--- config.mk ---
export PLATFORM = sky130hd
export DESIGN_NAME = md5cm_round
export DESIGN_NICKNAME = d
export VERILOG_FILES = /design/src/md5cm_pkg.sv /design/src/md5cm_round.sv
export SDC_FILE = /design/constraint.sdc
export NUM_CORES = 1
export LEC_CHECK = 0
export BUFFER_PORTS_ARGS = -buffer_cell sky130_fd_sc_hd__buf_2
export CORE_MARGIN = 2
export CORE_UTILIZATION = 56
export CTS_BUF_LIST = sky130_fd_sc_hd__clkbuf_4
export DETAILED_ROUTE_END_ITERATION = 16
export PLACE_DENSITY = 0.91
export SETUP_SLACK_MARGIN = 0.02
export SLEW_MARGIN = 20
export SYNTH_ARGS = -nofsm -noshare
export SYNTH_HDL_FRONTEND = slang
export SYNTH_SLANG_ARGS = --single-unit
--- constraint.sdc ---
create_clock -name i_clk -period 11.4 [get_ports i_clk]
set_input_delay 1.14 -clock i_clk [delete_from_list [all_inputs] [get_ports i_clk]]
set_output_delay 1.14 -clock i_clk [all_outputs]
set_load 0.05 [all_outputs]
--- src/md5cm_pkg.sv ---
// Shared types, constants and round tables for the MD5 candidate match core.
package md5cm_pkg;

    localparam int unsigned WORD_W    = 32;
    localparam int unsigned CAND_W    = 64;
    localparam int unsigned ROUNDS    = 64;
    localparam int unsigned ROUND_W   = 6;
    localparam int unsigned CFG_IDX_W = 4;

    localparam logic [CFG_IDX_W-1:0] REG_TARGET_A = 4'd0;
    localparam logic [CFG_IDX_W-1:0] REG_TARGET_B = 4'd1;
    localparam logic [CFG_IDX_W-1:0] REG_TARGET_C = 4'd2;
    localparam logic [CFG_IDX_W-1:0] REG_TARGET_D = 4'd3;

    localparam logic [WORD_W-1:0] INIT_A   = 32'h67452301;
    localparam logic [WORD_W-1:0] INIT_B   = 32'hefcdab89;
    localparam logic [WORD_W-1:0] INIT_C   = 32'h98badcfe;
    localparam logic [WORD_W-1:0] INIT_D   = 32'h10325476;
    localparam logic [WORD_W-1:0] PAD_MARK = 32'h00000080;
    localparam logic [WORD_W-1:0] MSG_BITS = 32'h00000040;

    typedef struct packed {
        logic [WORD_W-1:0] a;
        logic [WORD_W-1:0] b;
        logic [WORD_W-1:0] c;
        logic [WORD_W-1:0] d;
    } t_md5_state;

    // Padded block word g: two candidate words, pad mark, bit length, zeros.
    function automatic logic [WORD_W-1:0] msg_word(input logic [CAND_W-1:0] cand,
                                                  input logic [3:0] g);
        logic [WORD_W-1:0] w;
        case (g)
            4'd0:    w = cand[31:0];
            4'd1:    w = cand[63:32];
            4'd2:    w = PAD_MARK;
            4'd14:   w = MSG_BITS;
            default: w = '0;
        endcase
        return w;
    endfunction

    function automatic logic [4:0] rot_amt(input logic [ROUND_W-1:0] r);
        logic [4:0] s;
        case ({r[5:4], r[1:0]})
            4'b0000: s = 5'd7;
            4'b0001: s = 5'd12;
            4'b0010: s = 5'd17;
            4'b0011: s = 5'd22;
            4'b0100: s = 5'd5;
            4'b0101: s = 5'd9;
            4'b0110: s = 5'd14;
            4'b0111: s = 5'd20;
            4'b1000: s = 5'd4;
            4'b1001: s = 5'd11;
            4'b1010: s = 5'd16;
            4'b1011: s = 5'd23;
            4'b1100: s = 5'd6;
            4'b1101: s = 5'd10;
            4'b1110: s = 5'd15;
            4'b1111: s = 5'd21;
            default: s = 5'd0;
        endcase
        return s;
    endfunction

    function automatic logic [WORD_W-1:0] round_k(input logic [ROUND_W-1:0] r);
        logic [WORD_W-1:0] k;
        case (r)
            6'd0:  k = 32'hd76aa478;  6'd1:  k = 32'he8c7b756;
            6'd2:  k = 32'h242070db;  6'd3:  k = 32'hc1bdceee;
            6'd4:  k = 32'hf57c0faf;  6'd5:  k = 32'h4787c62a;
            6'd6:  k = 32'ha8304613;  6'd7:  k = 32'hfd469501;
            6'd8:  k = 32'h698098d8;  6'd9:  k = 32'h8b44f7af;
            6'd10: k = 32'hffff5bb1;  6'd11: k = 32'h895cd7be;
            6'd12: k = 32'h6b901122;  6'd13: k = 32'hfd987193;
            6'd14: k = 32'ha679438e;  6'd15: k = 32'h49b40821;
            6'd16: k = 32'hf61e2562;  6'd17: k = 32'hc040b340;
            6'd18: k = 32'h265e5a51;  6'd19: k = 32'he9b6c7aa;
            6'd20: k = 32'hd62f105d;  6'd21: k = 32'h02441453;
            6'd22: k = 32'hd8a1e681;  6'd23: k = 32'he7d3fbc8;
            6'd24: k = 32'h21e1cde6;  6'd25: k = 32'hc33707d6;
            6'd26: k = 32'hf4d50d87;  6'd27: k = 32'h455a14ed;
            6'd28: k = 32'ha9e3e905;  6'd29: k = 32'hfcefa3f8;
            6'd30: k = 32'h676f02d9;  6'd31: k = 32'h8d2a4c8a;
            6'd32: k = 32'hfffa3942;  6'd33: k = 32'h8771f681;
            6'd34: k = 32'h6d9d6122;  6'd35: k = 32'hfde5380c;
            6'd36: k = 32'ha4beea44;  6'd37: k = 32'h4bdecfa9;
            6'd38: k = 32'hf6bb4b60;  6'd39: k = 32'hbebfbc70;
            6'd40: k = 32'h289b7ec6;  6'd41: k = 32'heaa127fa;
            6'd42: k = 32'hd4ef3085;  6'd43: k = 32'h04881d05;
            6'd44: k = 32'hd9d4d039;  6'd45: k = 32'he6db99e5;
            6'd46: k = 32'h1fa27cf8;  6'd47: k = 32'hc4ac5665;
            6'd48: k = 32'hf4292244;  6'd49: k = 32'h432aff97;
            6'd50: k = 32'hab9423a7;  6'd51: k = 32'hfc93a039;
            6'd52: k = 32'h655b59c3;  6'd53: k = 32'h8f0ccc92;
            6'd54: k = 32'hffeff47d;  6'd55: k = 32'h85845dd1;
            6'd56: k = 32'h6fa87e4f;  6'd57: k = 32'hfe2ce6e0;
            6'd58: k = 32'ha3014314;  6'd59: k = 32'h4e0811a1;
            6'd60: k = 32'hf7537e82;  6'd61: k = 32'hbd3af235;
            6'd62: k = 32'h2ad7d2bb;  6'd63: k = 32'heb86d391;
            default: k = '0;
        endcase
        return k;
    endfunction

endpackage

--- src/md5cm_round.sv ---
// One MD5 round cell: applies a single round and registers state, candidate and valid.
module md5cm_round (
    input  logic                                i_clk,
    input  logic                                i_rst_n,
    input  logic [md5cm_pkg::ROUND_W-1:0]       i_round,
    input  logic                                i_valid,
    input  md5cm_pkg::t_md5_state               i_state,
    input  logic [md5cm_pkg::CAND_W-1:0]        i_cand,
    output logic                                o_valid,
    output md5cm_pkg::t_md5_state               o_state,
    output logic [md5cm_pkg::CAND_W-1:0]        o_cand
);

    logic                               r_valid;
    md5cm_pkg::t_md5_state              r_state;
    logic [md5cm_pkg::CAND_W-1:0]       r_cand;
    md5cm_pkg::t_md5_state              n_state;

    logic [md5cm_pkg::WORD_W-1:0]       f;
    logic [md5cm_pkg::WORD_W-1:0]       x;
    logic [2*md5cm_pkg::WORD_W-1:0]     rot_wide;
    logic [3:0]                         g;
    logic [4:0]                         s;

    always_comb begin
        case (i_round[5:4])
            2'd0: begin
                f = (i_state.b & i_state.c) | (~i_state.b & i_state.d);
                g = i_round[3:0];
            end
            2'd1: begin
                f = (i_state.d & i_state.b) | (~i_state.d & i_state.c);
                g = 4'((i_round[3:0] << 2) + i_round[3:0] + 4'd1);
            end
            2'd2: begin
                f = i_state.b ^ i_state.c ^ i_state.d;
                g = 4'((i_round[3:0] << 1) + i_round[3:0] + 4'd5);
            end
            default: begin
                f = i_state.c ^ (i_state.b | ~i_state.d);
                g = 4'((i_round[3:0] << 3) - i_round[3:0]);
            end
        endcase
        s = md5cm_pkg::rot_amt(i_round);
        x = i_state.a + f + md5cm_pkg::round_k(i_round) + md5cm_pkg::msg_word(i_cand, g);
        rot_wide = {x, x} << s;
        n_state.a = i_state.d;
        n_state.d = i_state.c;
        n_state.c = i_state.b;
        n_state.b = i_state.b + rot_wide[2*md5cm_pkg::WORD_W-1:md5cm_pkg::WORD_W];
    end

    always_ff @(posedge i_clk) begin
        if (!i_rst_n) begin
            r_valid <= 1'b0;
        end else begin
            r_valid <= i_valid;
        end
    end

    always_ff @(posedge i_clk) begin
        r_state <= n_state;
        r_cand  <= i_cand;
    end

    assign o_valid = r_valid;
    assign o_state = r_state;
    assign o_cand  = r_cand;

endmodule

==> impl_metrics.json <==
{
  "grt_pass1_vias": 17240,
  "path_clk_slew_ps": 270,
  "cp_data_required_time_ps": 11950,
  "synth_ff_type": "dfxtp_1",
  "crit_type": "in -> reg",
  "cts_setup_buffers": 0,
  "ys_types": 83,
  "via_per_inst": 6.584,
  "num_rows": 62,
  "dp_slack_ps": 675.0,
  "ctsResizeCount": 0,
  "wl_per_cell_um": 25.93,
  "ant_nets": 0,
  "vias": 18320,
  "hold_path_class": "in -> reg",
  "syn-num-nets": 2399,
  "slew_viol_final": 0,
  "synth_area_um2": 16220,
  "grt_overflow": 0,
  "gp_congestion": 1.064,
  "cts-root-buf": "clkbuf_4",
  "htreeDepth": 4,
  "grt_pass1_wl_mm": 105.5,
  "routed_wl_mm": 72.16,
  "drive_gt1_share_pct": 24.33,
  "maxCapViolations": 0,
  "critical_path.max_fanout": 31,
  "cts_tree": "built",
  "timing.setup.tns_ps": 0,
  "status": "completed",
  "power_frac_comb_pct": 75.1,
  "clock_power_share_pct": 7.8,
  "netSwitchingFraction_pct": 54.65,
  "grt_max_degree": 103,
  "cp.arrival_ps": 11040,
  "die_w_um": 174.2,
  "irDropWorstVdd_mv": 0.3130,
  "ys_seq_elements": 193,
  "cts_hold_buf": 0,
  "critPathMostFrequentCell": "a31oi_1",
  "synth_area_leaders": "dfxtp_1 (24%), fa_1 (8.1%), ha_1 (6.6%)",
  "avgSynthCellArea_um2": 7.926,
  "core_um2": 28630,
  "die-height_um": 174.2,
  "p_leak_nw": 8.583,
  "synth_edf_count": 0,
  "start_util_pct": 56.68,
  "min_period_ps": 10500,
  "portBuffers": 393,
  "seqPwrFrac_pct": 17.1,
  "postSynthCellCount": 2047,
  "yosysSeqAreaShare_pct": 23.81,
  "synth_common_cells": "nand2_1 (225), a21oi_1 (203), o21ai_0 (198), dfxtp_1 (193), nor2_1 (142)",
  "setup_viol": 0,
  "drt_iter0_drc": 3022,
  "finalHoldViolCount": 0,
  "areaGrowthSynthToFinish_pct": 16.51,
  "first_pass_iters": 7,
  "antenna_found_initial": 4,
  "cts_buffers": 17,
  "async_flop_share_pct": 0,
  "end_kind": "flip-flop",
  "ios": 394,
  "rsz0062_at_grt": "false",
  "power.switching_w": 0.002598,
  "cts.sinks": 193,
  "grt.total_usage_pct": 46.32,
  "slowest_stage": "a2111oi_0",
  "clockBufferDepth": 2,
  "slew_headroom_pct": 31.32,
  "fin_crit_sh_pct": 92.07,
  "yosysMostFrequentCell": "nand2_1",
  "yosysTopAreaCellShare_pct": 23.81,
  "nets": 2735,
  "cpPeakStageDelay_ps": 820,
  "fmax_ghz": 0.09527,
  "hpwlAfterDp_mm": 57.16,
  "power.density_nw_per_um2": 251.5,
  "startpoint_type": "input pin",
  "tightest_slew_ps": 1019,
  "power.internal_w": 0.002156,
  "fin_ws_ps": 903.6,
  "ys_warn_count": 0,
  "drcViolationCount": 0,
  "nFillCells": 2456,
  "synth_area_leader_cell": "dfxtp_1",
  "dieArea_um2": 30350
}
-- worst paths after layout --
kind	start	endpoint	depth (start not counted)
max	i_round[0]	o_state[94]	35
min	i_cand[17]	o_cand[17]	1
-- metal layers --
layer / global-route usage, % / part of all wire (%)
met5: 0 / 0.035
met4: 27.14 / 7.0
met3: 16.14 / 14
met2: 69.97 / 43
met1: 57.18 / 37
-- power groups by stage --
stage	Combinational [W]	Clock (W)	Sequential [W]
floorplan	0.00217	0	0.00115
global placement	0.00337	0	0.000825
detailed placement	0.00342	0	0.000827
CTS	0.00345	0.000369	0.000813
global route	0.00381	0.000394	0.000822
finish	0.00357	0.000370	0.000814
-- cell families (layout without fill, tap and decap cells) --
group | Yosys count | after routing | share of synthesized area [%]
fa+ha+maj | 152 | 152 | 14.76
buf+inv | 226 | 575 | 5.414
simple gates | 551 | 551 | 15.25
compound gates | 717 | 717 | 27.49
flops | 193 | 193 | 23.81
mux | 117 | 117 | 8.236
other cells | 0 | 3 | 0
xor+xnor | 91 | 91 | 5.044
-- cell type report --
type	instances	area [µm²]	area share, %
diodes	3	7.507	0.03971
clock inverters	15	135.1	0.7149
repair buffers	447	2394	12.66
well taps	384	480.5	2.542
multi-input cells	1628	11530	61.02
inverters	96	360.3	1.906
clock buffers	17	127.6	0.6751
flip-flops and latches	193	3864	20.44
-- cell usage in the layout, fill, tap and decap left out, types with 69 or more instances in the layout --
cell | netlist | routed
a21oi_1 | 203 | 202
buf_2 | 15 | 391
dfxtp_1 | 193 | 193
ha_1 | 85 | 85
inv_1 | 92 | 92
mux2i_1 | 75 | 74
nand2_1 | 225 | 225
nor2_1 | 142 | 142
o21ai_0 | 198 | 196
xnor2_1 | 71 | 69
-- critical path: cells and delay by family --
family,cells,cell delay [ps]
AOI/OAI and AO/OA,21,5770
xor gates and xnor gates,1,180
adders and majority gates,5,2250
buffers and inverters,4,960
muxes,2,470
and+or+nand+nor,2,240
-- stage by stage --
step                hold WS, ps  instances  cell area [µm²]  utilization, %  total power [W]
floorplan                  1168       2047            16220               -         0.003318
global placement           1257       2748            18630           65.09         0.004191
detailed placement         1260       2748            18630           65.09         0.004251
CTS                       496.8       2780            18900           66.01         0.004628
global route              499.3       2781            18900           66.02         0.005030
finish                    502.7       2783            18900           66.04         0.004755
-- flip-flops by register name, indices dropped and copies added, names as in the netlist --
signal   flops
o_cand      64
o_state    128
o_valid      1
Power figures use the tool's default switching activity.
