[src/md5cm_pkg.sv]
// Shared types, constants and round tables for the MD5 candidate match core.
package md5cm_pkg;

    localparam int unsigned WORD_W    = 32;
    localparam int unsigned CAND_W    = 64;
    localparam int unsigned ROUNDS    = 64;
    localparam int unsigned ROUND_W   = 6;
    localparam int unsigned CFG_IDX_W = 4;

    localparam logic [CFG_IDX_W-1:0] REG_TARGET_A = 4'd0;
    localparam logic [CFG_IDX_W-1:0] REG_TARGET_B = 4'd1;
    localparam logic [CFG_IDX_W-1:0] REG_TARGET_C = 4'd2;
    localparam logic [CFG_IDX_W-1:0] REG_TARGET_D = 4'd3;

    localparam logic [WORD_W-1:0] INIT_A   = 32'h67452301;
    localparam logic [WORD_W-1:0] INIT_B   = 32'hefcdab89;
    localparam logic [WORD_W-1:0] INIT_C   = 32'h98badcfe;
    localparam logic [WORD_W-1:0] INIT_D   = 32'h10325476;
    localparam logic [WORD_W-1:0] PAD_MARK = 32'h00000080;
    localparam logic [WORD_W-1:0] MSG_BITS = 32'h00000040;

    typedef struct packed {
        logic [WORD_W-1:0] a;
        logic [WORD_W-1:0] b;
        logic [WORD_W-1:0] c;
        logic [WORD_W-1:0] d;
    } t_md5_state;

    // Padded block word g: two candidate words, pad mark, bit length, zeros.
    function automatic logic [WORD_W-1:0] msg_word(input logic [CAND_W-1:0] cand,
                                                  input logic [3:0] g);
        logic [WORD_W-1:0] w;
        case (g)
            4'd0:    w = cand[31:0];
            4'd1:    w = cand[63:32];
            4'd2:    w = PAD_MARK;
            4'd14:   w = MSG_BITS;
            default: w = '0;
        endcase
        return w;
    endfunction

    function automatic logic [4:0] rot_amt(input logic [ROUND_W-1:0] r);
        logic [4:0] s;
        case ({r[5:4], r[1:0]})
            4'b0000: s = 5'd7;
            4'b0001: s = 5'd12;
            4'b0010: s = 5'd17;
            4'b0011: s = 5'd22;
            4'b0100: s = 5'd5;
            4'b0101: s = 5'd9;
            4'b0110: s = 5'd14;
            4'b0111: s = 5'd20;
            4'b1000: s = 5'd4;
            4'b1001: s = 5'd11;
            4'b1010: s = 5'd16;
            4'b1011: s = 5'd23;
            4'b1100: s = 5'd6;
            4'b1101: s = 5'd10;
            4'b1110: s = 5'd15;
            4'b1111: s = 5'd21;
            default: s = 5'd0;
        endcase
        return s;
    endfunction

    function automatic logic [WORD_W-1:0] round_k(input logic [ROUND_W-1:0] r);
        logic [WORD_W-1:0] k;
        case (r)
            6'd0:  k = 32'hd76aa478;  6'd1:  k = 32'he8c7b756;
            6'd2:  k = 32'h242070db;  6'd3:  k = 32'hc1bdceee;
            6'd4:  k = 32'hf57c0faf;  6'd5:  k = 32'h4787c62a;
            6'd6:  k = 32'ha8304613;  6'd7:  k = 32'hfd469501;
            6'd8:  k = 32'h698098d8;  6'd9:  k = 32'h8b44f7af;
            6'd10: k = 32'hffff5bb1;  6'd11: k = 32'h895cd7be;
            6'd12: k = 32'h6b901122;  6'd13: k = 32'hfd987193;
            6'd14: k = 32'ha679438e;  6'd15: k = 32'h49b40821;
            6'd16: k = 32'hf61e2562;  6'd17: k = 32'hc040b340;
            6'd18: k = 32'h265e5a51;  6'd19: k = 32'he9b6c7aa;
            6'd20: k = 32'hd62f105d;  6'd21: k = 32'h02441453;
            6'd22: k = 32'hd8a1e681;  6'd23: k = 32'he7d3fbc8;
            6'd24: k = 32'h21e1cde6;  6'd25: k = 32'hc33707d6;
            6'd26: k = 32'hf4d50d87;  6'd27: k = 32'h455a14ed;
            6'd28: k = 32'ha9e3e905;  6'd29: k = 32'hfcefa3f8;
            6'd30: k = 32'h676f02d9;  6'd31: k = 32'h8d2a4c8a;
            6'd32: k = 32'hfffa3942;  6'd33: k = 32'h8771f681;
            6'd34: k = 32'h6d9d6122;  6'd35: k = 32'hfde5380c;
            6'd36: k = 32'ha4beea44;  6'd37: k = 32'h4bdecfa9;
            6'd38: k = 32'hf6bb4b60;  6'd39: k = 32'hbebfbc70;
            6'd40: k = 32'h289b7ec6;  6'd41: k = 32'heaa127fa;
            6'd42: k = 32'hd4ef3085;  6'd43: k = 32'h04881d05;
            6'd44: k = 32'hd9d4d039;  6'd45: k = 32'he6db99e5;
            6'd46: k = 32'h1fa27cf8;  6'd47: k = 32'hc4ac5665;
            6'd48: k = 32'hf4292244;  6'd49: k = 32'h432aff97;
            6'd50: k = 32'hab9423a7;  6'd51: k = 32'hfc93a039;
            6'd52: k = 32'h655b59c3;  6'd53: k = 32'h8f0ccc92;
            6'd54: k = 32'hffeff47d;  6'd55: k = 32'h85845dd1;
            6'd56: k = 32'h6fa87e4f;  6'd57: k = 32'hfe2ce6e0;
            6'd58: k = 32'ha3014314;  6'd59: k = 32'h4e0811a1;
            6'd60: k = 32'hf7537e82;  6'd61: k = 32'hbd3af235;
            6'd62: k = 32'h2ad7d2bb;  6'd63: k = 32'heb86d391;
            default: k = '0;
        endcase
        return k;
    endfunction

endpackage

[src/md5cm_final.sv]
// Output stage: adds the initial chaining values and compares against the target.
module md5cm_final (
    input  logic                        i_clk,
    input  logic                        i_rst_n,
    input  logic                        i_valid,
    input  md5cm_pkg::t_md5_state       i_state,
    input  md5cm_pkg::t_md5_state       i_target,
    output logic                        o_valid,
    output md5cm_pkg::t_md5_state       o_digest,
    output logic                        o_match
);

    logic                       r_valid;
    md5cm_pkg::t_md5_state      r_digest;
    logic                       r_match;
    md5cm_pkg::t_md5_state      n_digest;

    always_comb begin
        n_digest.a = i_state.a + md5cm_pkg::INIT_A;
        n_digest.b = i_state.b + md5cm_pkg::INIT_B;
        n_digest.c = i_state.c + md5cm_pkg::INIT_C;
        n_digest.d = i_state.d + md5cm_pkg::INIT_D;
    end

    always_ff @(posedge i_clk) begin
        if (!i_rst_n) begin
            r_valid <= 1'b0;
            r_match <= 1'b0;
        end else begin
            r_valid <= i_valid;
            r_match <= i_valid && (n_digest == i_target);
        end
    end

    always_ff @(posedge i_clk) begin
        r_digest <= n_digest;
    end

    assign o_valid  = r_valid;
    assign o_digest = r_digest;
    assign o_match  = r_match;

endmodule

[config.mk]
export PLATFORM = sky130hd
export DESIGN_NAME = md5cm_final
export DESIGN_NICKNAME = d
export VERILOG_FILES = /design/src/md5cm_pkg.sv /design/src/md5cm_final.sv
export SDC_FILE = /design/constraint.sdc
export NUM_CORES = 1
export LEC_CHECK = 0
export ABC_CLOCK_PERIOD_IN_PS = 2800
export BUFFER_PORTS_ARGS = -buffer_cell sky130_fd_sc_hd__buf_4
export CORE_MARGIN = 1.5
export CORE_UTILIZATION = 30
export DETAILED_ROUTE_END_ITERATION = 8
export GPL_ROUTABILITY_DRIVEN = 0
export PLACE_DENSITY = 0.56
export SLEW_MARGIN = 15
export SYNTH_ARGS = -nofsm -noshare
export SYNTH_HDL_FRONTEND = slang
export SYNTH_SLANG_ARGS = --single-unit
[constraint.sdc]
create_clock -name i_clk -period 2.8 [get_ports i_clk]
set_clock_uncertainty 0.2 [all_clocks]
set_input_delay 0.14 -clock i_clk [delete_from_list [all_inputs] [get_ports i_clk]]
set_output_delay 0.14 -clock i_clk [all_outputs]
set_load 0.01 [all_outputs]
==> results of run 1 <==
-- final timing paths --
| kind | from | to | slack [ps] |
|---|---|---|---|
| min | i_state[45] | o_digest[46] | 8 |
| max | i_state[1] | o_match | -130 |
-- power by group through the flow --
stage | sequential (W) | clock, W | combinational [W]
final | 0.00209 | 0.00247 | 0.00255
after global routing | 0.00211 | 0.00259 | 0.00269
after CTS | 0.00209 | 0.00251 | 0.00249
after detailed placement | 0.00213 | 0 | 0.00229
after global placement | 0.00213 | 0 | 0.00228
after floorplan | 0.00223 | 0 | 0.000753
-- per-stage QoR --
stage                     TNS (ps)  hold WS (ps)  cells
final                         -135          8.19   2304
after global routing          -349          5.93   2303
after CTS                     -229        0.0177   2302
after detailed placement     -1270          70.4   2132
after global placement       -1120          60.7   2132
after floorplan               -161         -32.3   1049
-- Yosys cell counts (11+ instances only) --
master | count | area, um2
dfxtp_1 | 130 | 2600
xnor2_1 | 125 | 1090
nand2_1 | 92 | 345
xor2_1 | 87 | 762
nor2_1 | 62 | 233
o21ai_0 | 54 | 270
a21oi_1 | 48 | 240
nand3_1 | 39 | 195
nor3_1 | 34 | 170
clkbuf_1 | 33 | 124
inv_1 | 33 | 124
nand4_1 | 19 | 119
nor4_1 | 19 | 119
a31oi_1 | 18 | 113
and3_1 | 15 | 93.8
a21o_1 | 13 | 97.6
and2_1 | 13 | 81.3
o2111ai_1 | 12 | 105
or3_1 | 11 | 68.8
-- kinds of logic after synthesis --
group | share of synthesized area
buffers and inverters | 0.0328
flip-flops | 0.302
AND/OR/NAND/NOR | 0.235
AO/OA/AOI/OAI | 0.191
adder cells (fa/ha/maj) | 0.00581
XOR/XNOR | 0.224
multiplexers | 0.00943
-- critical path: cells and delay by family --
| family | cells | cell delay [ps] |
|---|---|---|
| AOI/OAI and AO/OA | 1 | 130 |
| xor gates and xnor gates | 1 | 180 |
| adders and majority gates | 1 | 320 |
| buffers and inverters | 3 | 330 |
| and+or+nand+nor | 7 | 2000 |
-- routing by layer --
metal / track usage / routed length (um) / share of wire
met3: 0.0707 / 3410 / 0.074
met4: 0.130 / 2140 / 0.046
met5: 0 / 13 / 0.00028
met2: 0.511 / 21600 / 0.47
met1: 0.370 / 19200 / 0.41
-- cell type report --
type,count,share of cell area
Timing Repair Buffer,881,0.420
Multi-Input combinational cell,848,0.351
Sequential cell,130,0.156
Tap cell,378,0.0284
Clock buffer,17,0.0255
Clock inverter,15,0.0117
Inverter,33,0.00743
Antenna cell,2,0.000300
-- flip-flops by register name (all words and copies together) (netlist names) --
| name | cells |
|---|---|
| o_match | 1 |
| o_valid | 1 |
| o_digest | 128 |
-- what timing repair did --
item / CTS / global route
pin swaps: 2 / 2
resized for setup: 8 / 14
endpoints found under the setup margin: 1 / 2
hold endpoints to repair: 115 / 0
hold buffers: 138 / 0
gates cloned: 0 / 0
==> impl_metrics.yaml, run 1 <==
status:
  status: "finished with violations"
  violations: "negative setup slack"
grt:
  grtUsageTotal: 0.304
  grt_pass1_wl_um: 69100
  grt_start_max_net_pins: 17
  grt_pass1_vias: 12000
  overflow: 0
  grt_antenna_before_repair: 2
route:
  drc: 0
  ant_nets: 0
  drt_wl_total_um: 46400
  wl_per_cell_um: 20.1
  dr.pass1.iters: 6
  drt_iter0_markers: 938
  num_vias: 11800
  viasPerCell: 5.12
pwr:
  ir_drop_mv: 0.313
  pwr_density_cell_mw_per_mm2: 426
  p_sw_frac: 0.321
  combPwrFrac: 0.358
  p_seq_frac: 0.294
  p_leak_nw: 7.63
  internal-power_w: 0.00483
  clkPwrFrac: 0.348
  p_total_w: 0.00711
  p_sw_w: 0.00228
logic_synthesis:
  ys_async_sr_fraction: 0
  synth_edf_count: 0
  syn_area_per_cell_um2: 8.22
  synthFlopType: "dfxtp_1"
  seq_area_frac_synth: 0.302
  synth_cell_type_count: 80
  synth_nets: 1312
  postSynthRegisterBits: 130
  syn_area_mm2: 0.00862
  syn_inst: 1049
  yosys_warnings: 0
critical_path:
  critPathMaxStageDelay_ps: 570
  slowest_stage: "or4_4"
  path_cells: "buf_4 -> inv_1 -> ha_1 -> xnor2_1 -> or4_4 -> nor4_4 -> o2111ai_1 -> or4_4 -> nor4_4 -> buf_4 -> nand4_1 -> nor4_2 -> and4_1"
  crit_path_start_kind: "primary input"
  crit_type: "primary input to flop"
  critPathArrivalTime_ps: 3110
  worstSetupEndpointType: "flop"
  worstPathMaxFanout: 3
  required_ps: 2980
timing:
  finalWorstSetupSlack_ps: -135
  rsz0062_at_grt: "true"
  slew_viol_final: 0
  hold_viol_final: 0
  clock.fmax_mhz: 341
  tightest_slew_ps: 810
  fin_crit_sh: 1.05
  finalSetupViolCount: 1
  period_needed_ps: 2930
  slew_headroom: 0.446
job:
  maxCapViolations: 0
clock_tree:
  cts.sinks: 130
  cts-buffers-inserted: 17
  root_buffer: "clkbuf_16"
  ctsLongestPathBuffers: 2
  cts_tree: "built"
  h-tree-depth: 4
  clk_pin_slew_ps: 60
  postCtsSetupRepairBufs: 0
final_layout:
  final_area_mm2: 0.0167
  seq_area_mm2: 0.00260
  final_cell_mix: "buf_4 (739), dlygate4sd3_1 (138), dfxtp_1 (130)"
  nFillCells: 2557
  multi_input_area_mm2: 0.00585
  area_growth_syn_to_layout_pct: 93.4
  layout-drive-gt1-share: 0.421
  layout_commonest_cell: "buf_4"
  utilization: 0.595
  fin_nets: 2174
worst_hold_path:
  min_path_type: "primary input to flop"
  holdPathStages: 4
die:
  core.rowCount: 61
  core_area_mm2: 0.0280
  fp.dieH_um: 173
  start_util: 0.308
  die_area_mm2: 0.0298
  ios: 389
  fp.dieW_um: 173
placement:
  io_buffers: 388
  dpl_worst_slack_ps: -1270
  place_area_mm2: 0.0146
  hpwlAfterDp_um: 37800
No activity file was read; power rests on OpenSTA's default activity.
==> run 2: changes to the inputs <==
Settings changed: HOLD_SLACK_MARGIN set to 0.05.
==> impl_metrics.yaml, run 2 (synthesis gave the netlist of run 1 again) <==
route:
  num_vias: 11900
  drt_wl_total_um: 46900
  drt_iter0_markers: 924
  wl_per_cell_um: 20.2
  dr.pass1.iters: 6
  ant_nets: 0
  viasPerCell: 5.12
  drc: 0
clock_tree:
  h-tree-depth: 4
  postCtsSetupRepairBufs: 0
  root_buffer: "clkbuf_16"
  cts.sinks: 130
  cts_tree: "built"
  ctsLongestPathBuffers: 2
  cts-buffers-inserted: 17
  clk_pin_slew_ps: 70
final_layout:
  layout_commonest_cell: "buf_4"
  fin_nets: 2191
  area_growth_syn_to_layout_pct: 95.6
  final_area_mm2: 0.0169
  largest_reg_flops: 128
  utilization: 0.602
  final_cell_mix: "buf_4 (739), dlygate4sd3_1 (155), dfxtp_1 (130)"
  layout-drive-gt1-share: 0.419
pwr:
  combPwrFrac: 0.360
  p_sw_frac: 0.322
  p_total_w: 0.00716
  pwr_density_cell_mw_per_mm2: 425
  p_leak_nw: 7.71
  internal-power_w: 0.00485
  p_sw_w: 0.00231
  clkPwrFrac: 0.347
  p_seq_frac: 0.292
  ir_drop_mv: 0.316
grt:
  grt_start_max_net_pins: 17
  grt_pass1_vias: 12100
  grt_pass1_wl_um: 69700
  overflow: 0
  grt_antenna_before_repair: 2
  grtUsageTotal: 0.307
die:
  fp.dieH_um: 173
  core.rowCount: 61
  ios: 389
  fp.dieW_um: 173
  core_area_mm2: 0.0280
  start_util: 0.308
  die_area_mm2: 0.0298
critical_path:
  slowest_stage: "or4_4"
  path_cells: "buf_4 -> inv_1 -> ha_1 -> xnor2_2 -> or4_4 -> nor4_4 -> o2111ai_1 -> or4_4 -> nor4_4 -> buf_4 -> nand4_1 -> nor4_2 -> and4_1"
  worstPathMaxFanout: 3
  worstSetupEndpointType: "flop"
  critPathArrivalTime_ps: 3150
  critPathMaxStageDelay_ps: 570
  required_ps: 2980
  crit_path_start_kind: "primary input"
  critPathTopFamily: "simple AND/OR/NAND/NOR gates"
  crit_buf_inv: 3
  crit_type: "primary input to flop"
timing:
  tightest_slew_ps: 820
  finalSetupViolCount: 1
  slew_headroom: 0.439
  clock.fmax_mhz: 337
  slew_viol_final: 0
  fin_crit_sh: 1.06
  rsz0062_at_grt: "true"
  fin_tns_setup_ps: -167
  finalWorstSetupSlack_ps: -167
  period_needed_ps: 2970
  holdWs_ps: 59.7
  hold_viol_final: 0
placement:
  place_area_mm2: 0.0146
  io_buffers: 388
  hpwlAfterDp_um: 37800
job:
  maxCapViolations: 0
status:
  status: "finished with violations"
  violations: "negative setup slack"
worst_hold_path:
  min_path_type: "primary input to flop"
run 2: routing by layer:
metal	up-vias	GRT usage	wire (um)
met2	638	0.513	21600
met5	-	0	13
met3	138	0.0690	3820
li1	5582	-	-
met1	5509	0.373	19100
met4	2	0.145	2410
run 2: power groups by stage:
stage	combinational, W	clock [W]	sequential (W)
floorplan	0.000753	0	0.00223
global placement	0.00228	0	0.00213
detailed placement	0.00229	0	0.00213
CTS	0.00252	0.00251	0.00209
global route	0.00272	0.00258	0.00211
finish	0.00258	0.00249	0.00209
run 2: area by class of cell:
type                       count  area (um2)
inverter                      33         124
clock buffer                  17         425
antenna                        1        2.50
timing repair buffer         898        7170
sequential                   130        2600
multi-input combinational    848        5870
tap                          378         473
fill                        2536       11200
clock inverter                15         195
run 2: worst paths after layout:
path | from | endpoint | cells past startpoint
worst max-delay path | i_state[1] | o_match | 13
worst min-delay path | i_state[14] | o_digest[15] | 4
run 2: per-stage QoR:
stage	worst slack, ps	cells
after global placement	-1120	2132
final	-167	2320
after CTS	-229	2319
after global routing	-274	2320
after floorplan	-161	1049
after detailed placement	-1270	2132
run 2: repair_timing:
action | 4_1_cts | 5_1_grt
resized for setup | 8 | 18
hold endpoints to repair | 123 | 0
endpoints found under the setup margin | 1 | 2
pin swaps | 2 | 2
hold buffers | 155 | 0
==> run 3: changes to the inputs <==
Settings changed: ABC_AREA set to 1, PLACE_DENSITY 0.56 to 0.54.
==> impl_metrics.yaml, run 3 <==
status:
  status: "complete, no violations"
pwr:
  p_total_w: 0.00666
  p_leak_nw: 9.66
  pwr_density_cell_mw_per_mm2: 381
  ir_drop_mv: 0.439
grt:
  overflow: 0
  met1_usage: 0.322
  gr-usage-met3: 0.0585
  grt_pass1_vias: 14500
  grt_start_max_net_pins: 17
  grt_pass1_wl_um: 78000
  grt_antenna_before_repair: 6
  globalRouteMet2Util: 0.463
  grtUsageTotal: 0.268
  grt_busiest_layer: "met2"
logic_synthesis:
  synth_most_common_cell: "nand2_1"
  syn_area_per_cell_um2: 5.31
  synth_edf_count: 0
  synth_cell_type_count: 33
  ys_async_sr_fraction: 0
  yosys_warnings: 0
  synth_top_cell_by_area: "nand2_1"
  synth_nets: 2333
  seq_area_frac_synth: 0.237
  syn_area_mm2: 0.0110
  syn_inst: 2070
  synth.area.top_cells: "nand2_1 (29%), dfxtp_1 (24%), nand3_1 (13%)"
  yosys-top-cells-count: "nand2_1 (841), inv_1 (331), nand3_1 (284)"
  postSynthRegisterBits: 130
  synthFlopType: "dfxtp_1"
  synth_top_cell_area_share: 0.287
die:
  core_area_mm2: 0.0358
  ios: 389
  fp.dieH_um: 195
  die_area_mm2: 0.0378
  fp.dieW_um: 195
  core.rowCount: 69
  start_util: 0.307
final_layout:
  layout-drive-gt1-share: 0.202
  area_growth_syn_to_layout_pct: 58.8
  layout_commonest_cell: "nand2_1"
  nFillCells: 3805
  fin_nets: 2954
  utilization: 0.488
  final_cell_mix: "nand2_1 (826), buf_4 (394), inv_1 (329)"
  largest_reg_flops: 128
timing:
  holdWs_ps: 41.6
  slew_viol_final: 0
  finalWorstSetupSlack_ps: 101
  hold_viol_final: 0
  period_needed_ps: 2700
  finalSetupViolCount: 0
  tightest_slew_ps: 405
  fin_crit_sh: 0.964
  slew_headroom: 0.729
  clock.fmax_mhz: 371
clock_tree:
  clk_pin_slew_ps: 70
  cts.sinks: 130
  ctsLongestPathBuffers: 2
  cts_tree: "built"
  cts-buffers-inserted: 17
  h-tree-depth: 4
  root_buffer: "clkbuf_16"
route:
  wl_per_cell_um: 16.2
  dr.pass1.iters: 7
  drt_wl_total_um: 51500
  num_vias: 15100
  ant_nets: 0
  viasPerCell: 4.75
  drt_iter0_markers: 941
  drc: 0
placement:
  hpwlAfterDp_um: 43000
  io_buffers: 388
  dpl_worst_slack_ps: 315
critical_path:
  critPathMaxStageDelay_ps: 560
  crit_path_start_kind: "primary input"
  path_cells: "dlygate4sd3_1 -> buf_4 -> nand2_1 -> nor2_4 -> buf_4 -> nand2_1 -> inv_1 -> nand2_1 -> nand2_4 -> nand3_2 -> nand3_2 -> dlygate4sd3_1 -> nand2_1 -> dlygate4sd3_1"
  slowest_stage: "dlygate4sd3_1"
  required_ps: 2930
  critPathArrivalTime_ps: 2830
  timing.critical_path.mode_cell: "nand2_1"
  crit_type: "primary input to flop"
  worstSetupEndpointType: "flop"
  worstPathMaxFanout: 4
job:
  maxCapViolations: 0
worst_hold_path:
  min_path_type: "primary input to flop"
## run 3: cell types whose count changed in the layout (fill, tap and decap cells not counted), moves of 67 or more
cell	change
buf_4	-345
inv_1	+297
nand2_1	+734
nand3_1	+236
nor2_1	+160
xnor2_1	-121
xor2_1	-67
## run 3: path summary, 6_finish.rpt
path	startpoint	end	slack, ps	cells past startpoint
min	i_target[24]	o_match	40	8
max	i_state[98]	o_digest[127]	100	14
## run 3: critical path, delay by kind of cell
family                 cells  cell delay (ps)
buffers and inverters      6             1950
AND/OR/NAND/NOR            8              730
## run 3: stage by stage
stage	cell area (um2)	std cells	setup TNS (ps)
after global routing	17500	3167	-13.2
final	17500	3170	0
after global placement	14500	2915	0
after detailed placement	14500	2915	0
after CTS	17200	3156	0
after floorplan	11000	2070	0
## run 3: cells by family after synthesis
group / Yosys count / synth area share
adders and majority gates: 4 / 0.00455
buffers and inverters: 353 / 0.122
xor gates and xnor gates: 29 / 0.0313
AOI/OAI and AO/OA: 66 / 0.0324
and+or+nand+nor: 1488 / 0.573
DFF: 130 / 0.237
## run 3: repair_timing
item,CTS,global route
hold buffers,209,2
buffers inserted,0,8
endpoints found under the hold margin,130,2
resized for setup,0,67
setup endpoints to repair,0,4
## run 3: layout make-up
cell class	count	area, um2	share of cell area
Timing Repair Buffer	610	5130	0.294
Clock buffer	19	453	0.0259
Inverter	345	1300	0.0743
Multi-Input combinational cell	1587	7260	0.415
Antenna cell	5	12.5	0.000716
Sequential cell	130	2600	0.149
Tap cell	461	577	0.0330
Clock inverter	13	135	0.00774
## run 3: routing by layer
metal / up-vias / share of wire
met1: 6763 / 0.41
met4: 6 / 0.035
met5: - / 0.00080
li1: 7641 / -
met3: 103 / 0.077
met2: 538 / 0.47
## run 3: report_power, final
part           internal [W]  switching [W]
combinational       0.00102        0.00120
sequential          0.00201      0.0000613
clock               0.00135        0.00100
